==> config.mk <==
export PLATFORM = sky130hd
export DESIGN_NAME = rhp_update
export DESIGN_NICKNAME = d
export VERILOG_FILES = /design/src/rtl/core/rhp_pkg.sv /design/src/rtl/core/rhp_update.sv
export SDC_FILE = /design/constraint.sdc
export NUM_CORES = 1
export LEC_CHECK = 0
export BUFFER_PORTS_ARGS = -buffer_cell sky130_fd_sc_hd__buf_2
export CAP_MARGIN = 40
export CORE_MARGIN = 2
export CORE_UTILIZATION = 50
export DETAILED_ROUTE_END_ITERATION = 12
export GPL_ROUTABILITY_DRIVEN = 0
export PLACE_DENSITY = 0.95
export SLEW_MARGIN = 25
export SYNTH_ARGS = -nofsm -noshare
export SYNTH_HDL_FRONTEND = slang
export SYNTH_SLANG_ARGS = --single-unit
==> constraint.sdc <==
create_clock -name vclk -period 3.54
set_clock_uncertainty 0.05 [all_clocks]
set_input_delay 0.177 -clock vclk [all_inputs]
set_output_delay 0.177 -clock vclk [all_outputs]
set_load 0.02 [all_outputs]
==> src/rtl/core/rhp_pkg.sv <==
// shared types and constants for the refcounted handle pool unit
// no dependencies
package rhp_pkg;

   localparam int POOL_SIZE   = 8192;
   localparam int COUNT_BITS  = 16;
   localparam int ADDR_BITS   = $clog2(POOL_SIZE);
   localparam int HANDLE_BITS = $clog2(POOL_SIZE + 1);

   localparam logic [1:0] OP_ALLOC  = 2'd0;
   localparam logic [1:0] OP_GET    = 2'd1;
   localparam logic [1:0] OP_PUT    = 2'd2;
   localparam logic [1:0] OP_LOOKUP = 2'd3;

   localparam logic [1:0] STS_OK    = 2'd0;
   localparam logic [1:0] STS_EMPTY = 2'd1;
   localparam logic [1:0] STS_BAD   = 2'd2;
   localparam logic [1:0] STS_SAT   = 2'd3;

   typedef enum logic {
      ST_IDLE,
      ST_EXEC
   } state_type;

   // everything one operation decides: result word, memory writes, new pointers
   typedef struct packed {
      logic [1:0]             status;
      logic [HANDLE_BITS-1:0] handle_out;
      logic [COUNT_BITS-1:0]  refcnt;
      logic                   freed;
      logic                   cnt_we;
      logic [ADDR_BITS-1:0]   cnt_addr;
      logic [COUNT_BITS-1:0]  cnt_wdata;
      logic                   link_we;
      logic [ADDR_BITS-1:0]   link_addr;
      logic [HANDLE_BITS-1:0] link_wdata;
      logic [HANDLE_BITS-1:0] free_top;
      logic [HANDLE_BITS-1:0] never_used;
   } upd_type;

endpackage

==> src/rtl/core/rhp_update.sv <==
// per-operation decision logic: liveness, count update, free stack push/pop
// depends on rhp_pkg
module rhp_update
   import rhp_pkg::*;
(
   input  logic [1:0]             opcode,
   input  logic [HANDLE_BITS-1:0] handle,
   input  logic [COUNT_BITS-1:0]  cnt_rd,
   input  logic [HANDLE_BITS-1:0] link_rd,
   input  logic [HANDLE_BITS-1:0] free_top,
   input  logic [HANDLE_BITS-1:0] never_used,
   output upd_type                upd
);

   logic [HANDLE_BITS-1:0] got;
   logic [HANDLE_BITS-1:0] got_m1;
   logic [HANDLE_BITS-1:0] hdl_m1;
   logic [COUNT_BITS-1:0]  cnt_dec;
   logic [COUNT_BITS-1:0]  cnt_inc;
   logic                   live;

   always_comb begin
      got     = (free_top != '0) ? free_top : never_used + HANDLE_BITS'(1);
      got_m1  = got - HANDLE_BITS'(1);
      hdl_m1  = handle - HANDLE_BITS'(1);
      cnt_dec = cnt_rd - COUNT_BITS'(1);
      cnt_inc = cnt_rd + COUNT_BITS'(1);
      // never_used never exceeds the pool size, so this covers the range check
      live    = (handle != '0) && (handle <= never_used) && (cnt_rd != '0);

      upd            = '0;
      upd.handle_out = handle;
      upd.cnt_addr   = hdl_m1[ADDR_BITS-1:0];
      upd.link_addr  = hdl_m1[ADDR_BITS-1:0];
      upd.link_wdata = free_top;
      upd.free_top   = free_top;
      upd.never_used = never_used;

      if (opcode == OP_ALLOC) begin
         if (free_top == '0 && never_used == HANDLE_BITS'(POOL_SIZE)) begin
            upd.status     = STS_EMPTY;
            upd.handle_out = '0;
         end else begin
            upd.status     = STS_OK;
            upd.handle_out = got;
            upd.refcnt     = COUNT_BITS'(1);
            upd.cnt_we     = 1'b1;
            upd.cnt_addr   = got_m1[ADDR_BITS-1:0];
            upd.cnt_wdata  = COUNT_BITS'(1);
            if (free_top != '0) begin
               upd.free_top = link_rd;
            end else begin
               upd.never_used = got;
            end
         end
      end else if (!live) begin
         upd.status = STS_BAD;
      end else if (opcode == OP_PUT) begin
         upd.status    = STS_OK;
         upd.cnt_we    = 1'b1;
         upd.cnt_wdata = cnt_dec;
         upd.refcnt    = cnt_dec;
         if (cnt_dec == '0) begin
            upd.freed    = 1'b1;
            upd.link_we  = 1'b1;
            upd.free_top = handle;
         end
      end else if (cnt_rd == '1) begin
         upd.status = STS_SAT;
         upd.refcnt = cnt_rd;
      end else begin
         upd.status    = STS_OK;
         upd.cnt_we    = 1'b1;
         upd.cnt_wdata = cnt_inc;
         upd.refcnt    = cnt_inc;
      end
   end

endmodule

==> metrics, run 1 <==
DRC=0; Post-Synth XOR/XNOR Area=about 16%; Critical Path Max Stage Delay=0.68 ns; Cells after Synth=roughly 580; power density over the cells=roughly 160 nW/um^2; Finished Cell Area=4450 sq um; GRT Total Usage=37.6%; Final Critical Period=around 3.5 ns; RSZ-0062 raised after global routing=no; Worst Path Required=around 3.3 ns; Warnings, synthesis=0; hold_ws=slightly below 0.6 ns; Adder-Cell Fraction of Synth Area=about 8%; Setup crit end kind=primary output; cell mode on critical path=buf_2; # hold bufs at CTS=0; number of port buffers=193; I/O pins=193; largest net degree at the start of global routing=40; Slew @ Worst Pin=0.752 ns; Seq pwr share=0%; Final Worst Setup Slack=-0.000860 ns; detail-routed via count per cell=6.46; synth unique cells=between 60 and 70; worst vdd ir=around 0.073 mV; highest clock rate=0.282 GHz; Worst EP arrival=around 3.3 ns; post-DP HPWL=between 10000 and 15000 um; status=finished, violations left; Via Count=5303; relative slew slack=around half; core box area=7140 sq um; Rows=31; critical path type=input port to primary output; final worst path period share=100%; ant diodes=0; num sequential=0; placed cells=821; crit-path cells=buf_2 -> nor4_1 -> nand4_1 -> o311ai_2 -> nand3b_1 -> a21oi_1 -> o21ai_0 -> buf_2; Worst Path Max Fanout=10; DR WL/cell=between 15 and 20 um; synthesized area=about 3600 sq um; syn avg cell area=between 6 and 7 sq um; fin nets=821; Die Wd=slightly below 90 um; CP Launch Type=input port; Setup violations, final=1; cell-internal power=~0.23 mW; post-cts sizing count=0; FILL cells=664; multiplexer share of the synthesized area=less than 1%; initial DRC count=690; area delta synth->final=23.0%; ANT nets after route=0; Max-Cap Viols=0; Seq. cell area=0 sq um; post-place setup slack=around 0.44 ns; sequential fraction of the synthesis area=0%; largest family of logic cells by synthesized area=simple AND/OR/NAND/NOR gates; Post-Synth Simple-Gate Area=34.2%; first-pass GRT wire length=about 24000 um; share of layout cells above drive strength 1=between 30% and 40%; GRT overflow=0; Final Max Tran Viols=0; Synthesized Nets=675; die area=7930 sq um; initial antenna violation count=0; DR pass1 iterations=7; clock buffer count=0; violated checks=negative setup slack; Logic pwr share=100.0%; Total Wirelength=approximately 15000 um; class of the tightest hold or removal check=input port to primary output; final non-filler cell total=about 800; Min-Delay Path Depth=2; Psw=about 0.46 mW; Slowest-stage cell, CP=nor4_1; Initial Utilization=approximately half; Sw Ratio=between 60% and 70%; number of setup buffers added after CTS=0; area of the multi-input gates=about 3200 sq um; Final Hold Viols=0; die height=89.0 um; leakage=2.09 nW; complex-gate fraction of the synthesized area=around 28%; vias in the first global route=4884; Placement Cell Area=roughly 4400 sq um; Clock Power Share=0%
[metrics by stage]
stage	power, mW	TNS [ns]	utilization [%]
final	0.694	-0.000860	62.3
after global routing	0.746	0	62.3
after CTS	0.674	0	62.3
after detailed placement	0.670	0	62.3
after global placement	0.655	0	62.3
after floorplan	0.440	0	-
[cell type report]
cell class | count | area share [%]
multi-input cells | 489 | 71.2
repair buffers | 204 | 23.6
well taps | 99 | 2.78
inverters | 29 | 2.45
[cells in the final DEF, fill, tap and decap left out, types with 7 or more instances in the layout]
| cell type | n |
|---|---|
| a211oi_1 | 9 |
| a21o_1 | 7 |
| a21oi_1 | 49 |
| a31oi_1 | 14 |
| buf_2 | 193 |
| buf_4 | 11 |
| ha_1 | 23 |
| inv_1 | 29 |
| nand2_1 | 60 |
| nand2b_1 | 8 |
| nand3_1 | 19 |
| nand4_1 | 23 |
| nor2_1 | 60 |
| nor3_1 | 18 |
| nor4_1 | 11 |
| o21ai_0 | 24 |
| o31ai_1 | 7 |
| or3_1 | 7 |
| xnor2_1 | 39 |
| xor2_1 | 29 |
[synthesized netlist by cell type, drive strengths merged (19+ instances only)]
| cell type | n | area, sq um |
|---|---|---|
| xor2 | 29 | 254 |
| ha | 23 | 288 |
| nor2 | 61 | 231 |
| buf | 33 | 238 |
| inv | 29 | 109 |
| nor3 | 19 | 100 |
| xnor2 | 39 | 342 |
| a31oi | 19 | 150 |
| nand3 | 20 | 105 |
| a21oi | 49 | 245 |
| o21ai | 25 | 129 |
| nand2 | 65 | 257 |
| nand4 | 23 | 144 |
| clkbuf | 27 | 101 |
[power by group through the flow]
stage	Combinational, mW	Sequential, mW	Clock [mW]
after floorplan	0.440	0	0
after global placement	0.655	0	0
after detailed placement	0.670	0	0
after CTS	0.674	0	0
after global routing	0.746	0	0
final	0.694	0	0
[worst max-delay path: cells and delay by family]
family          cells  cell delay [ns]
compound gates      3             1.23
buf+inv             2             0.42
simple gates        3             1.49
[kinds of logic (layout without fill, tap and decap cells)]
family | after synthesis | after routing
buf+inv | 89 | 233
simple gates | 242 | 242
fa+ha+maj | 23 | 23
xor+xnor | 68 | 68
compound gates | 154 | 154
mux | 2 | 2
[worst paths after layout]
path,start,end
worst min-delay path,free_top[13],upd[41]
worst max-delay path,free_top[0],upd[78]
[per-layer routing]
| metal | vias up | share of wire, % | global-route usage (%) |
|---|---|---|---|
| met1 | 2368 | 35 | 42.7 |
| met5 | - | 0 | 2.60 |
| met4 | 0 | 6.1 | 19.8 |
| li1 | 2357 | - | - |
| met2 | 475 | 45 | 60.6 |
| met3 | 103 | 13 | 14.8 |
Note: power is estimated with default switching activity, not from simulation.
==> run 2: changes to the inputs <==
==> constraint.sdc (replaced) <==
create_clock -name vclk -period 3.54
set_clock_uncertainty 0.05 [all_clocks]
set_input_delay 0.177 -clock vclk [all_inputs]
set_output_delay 0.177 -clock vclk [all_outputs]
set_load 0.05 [all_outputs]
==> metrics, run 2 (synthesis gave the netlist of run 1 again) <==
cell-internal power=0.232 mW (about the same); leakage=2.10 nW (was 2.09 nW); number of setup buffers added after CTS=0 (unchanged); Seq. cell area=0 sq um (unchanged); Min-Delay Path Depth=2 (unchanged); Seq pwr share=0% (about the same); Worst Path Required=3.31 ns (about the same); Die Wd=89.0 um (unchanged); vias in the first global route=4649 (was 4884); commonest non-fill, non-tap cell in the layout=buf_2 (unchanged); number of port buffers=193 (unchanged); relative slew slack=44.1% (was 49.4%); RSZ-0062 raised after global routing=no (unchanged); Worst Path Max Fanout=11 (was 10); power density over the cells=211 nW/um^2 (was 156 nW/um^2); ANT nets after route=0 (unchanged); I/O pins=193 (unchanged); post-route setup TNS=0 ns (was -0.000860 ns); DR pass1 iterations=6 (was 7); GRT Total Usage=35.7% (was 37.6%); Logic pwr share=100.0% (about the same); Final Hold Viols=0 (unchanged); Final Critical Period=3.30 ns (was 3.54 ns); initial DRC count=592 (was 690); Max-Cap Viols=0 (unchanged); class of the tightest hold or removal check=input port to primary output (unchanged); largest net degree at the start of global routing=40 (unchanged); Setup crit end kind=primary output (unchanged); ant diodes=0 (unchanged); fin nets=824 (was 821); crit-path cells=buf_2 -> nor4_1 -> and4_1 -> a21oi_1 -> ha_1 -> o311ai_2 -> nor4b_1 -> xor2_1 -> a21oi_1 -> buf_2 (was buf_2 -> nor4_1 -> nand4_1 -> o311ai_2 -> nand3b_1 -> a21oi_1 -> o21ai_0 -> buf_2); Setup crit end=upd[80] (was upd[78]); FILL cells=652 (was 664); initial antenna violation count=0 (unchanged); Initial Utilization=50.7% (unchanged); Critical Path Max Stage Delay=0.74 ns (was 0.68 ns); final non-filler cell total=824 (was 821); highest clock rate=0.303 GHz (was 0.282 GHz); GRT overflow=0 (unchanged); die height=89.0 um (unchanged); clock buffer count=0 (unchanged); Slew @ Worst Pin=0.830 ns (was 0.752 ns); total power=0.945 mW (was 0.694 mW); Worst Setup SP=free_top[0] (unchanged); core box area=7140 sq um (unchanged); CP Launch Type=input port (unchanged); worst vdd ir=0.124 mV (was 0.0726 mV); post-DP HPWL=11800 um (about the same); first-pass GRT wire length=22700 um (was 23800 um); placed cells=824 (was 821); status=finished, final reports clean (was finished, violations left); detail-routed via count per cell=6.39 (was 6.46); Final Max Tran Viols=0 (unchanged); Worst EP arrival=3.07 ns (was 3.31 ns); Sw Ratio=75.4% (was 66.6%); Total Wirelength=14900 um (was 15100 um); DR WL/cell=18.1 um (was 18.4 um); post-cts sizing count=0 (unchanged); Setup violations, final=0 (was 1); die area=7930 sq um (unchanged); # hold bufs at CTS=0 (unchanged); Final Core Density=62.7% (was 62.3%); commonest non-fill, non-tap cells in the layout=buf_2 (193), nor2_1 (60), nand2_1 (60), a21oi_1 (49), xnor2_1 (39) (unchanged); Slowest-stage cell, CP=nor4_1 (unchanged); critical path type=input port to primary output (unchanged); area delta synth->final=23.7% (was 23.0%); num sequential=0 (unchanged); DRC=0 (unchanged); Clock Power Share=0% (about the same); final worst path period share=93.2% (was 100%); Rows=31 (unchanged); hold_ws=0.649 ns (was 0.586 ns); Psw=0.713 mW (was 0.462 mW); Via Count=5264 (was 5303); share of layout cells above drive strength 1=31.7% (was 31.4%)
run 2: critical path: cells and delay by family:
family                     cells  cell delay, ns
AOI/OAI and AO/OA              3            0.48
xor gates and xnor gates       1            0.19
adders and majority gates      1            0.27
buffers and inverters          2            0.43
and+or+nand+nor                3            1.53
run 2: layout make-up:
type / count / area (sq um) / share of cell area (%)
inverter: 29 / 109 / 2.43
multi-input combinational: 489 / 3170 / 70.8
tap: 99 / 124 / 2.77
timing repair buffer: 207 / 1070 / 24.0
run 2: power groups by stage:
stage,Clock [mW],Combinational (mW),Sequential [mW]
floorplan,0,0.693,0
global placement,0,0.910,0
detailed placement,0,0.925,0
CTS,0,0.928,0
global route,0,0.993,0
finish,0,0.945,0
run 2: stage by stage:
stage          cell area, sq um  setup WS [ns]
2_1_floorplan              3620         0.0559
5_1_grt                    4470          0.110
3_3_place_gp               4470          0.499
3_5_place_dp               4470          0.408
4_1_cts                    4470          0.412
6_report                   4470          0.241
run 2: worst min-delay path by stage:
stage / start / to
floorplan: free_top[0] / upd[28]
global placement: free_top[13] / upd[41]
detailed placement: free_top[13] / upd[41]
CTS: free_top[13] / upd[41]
global route: free_top[11] / upd[39]
finish: free_top[13] / upd[41]
run 2: layer usage:
layer	vias up	track usage (%)	wire (um)
li1	2369	-	-
met5	-	0	0
met4	0	16.6	859
met2	483	60.6	6960
met1	2310	41.1	5220
met3	102	10.9	1890
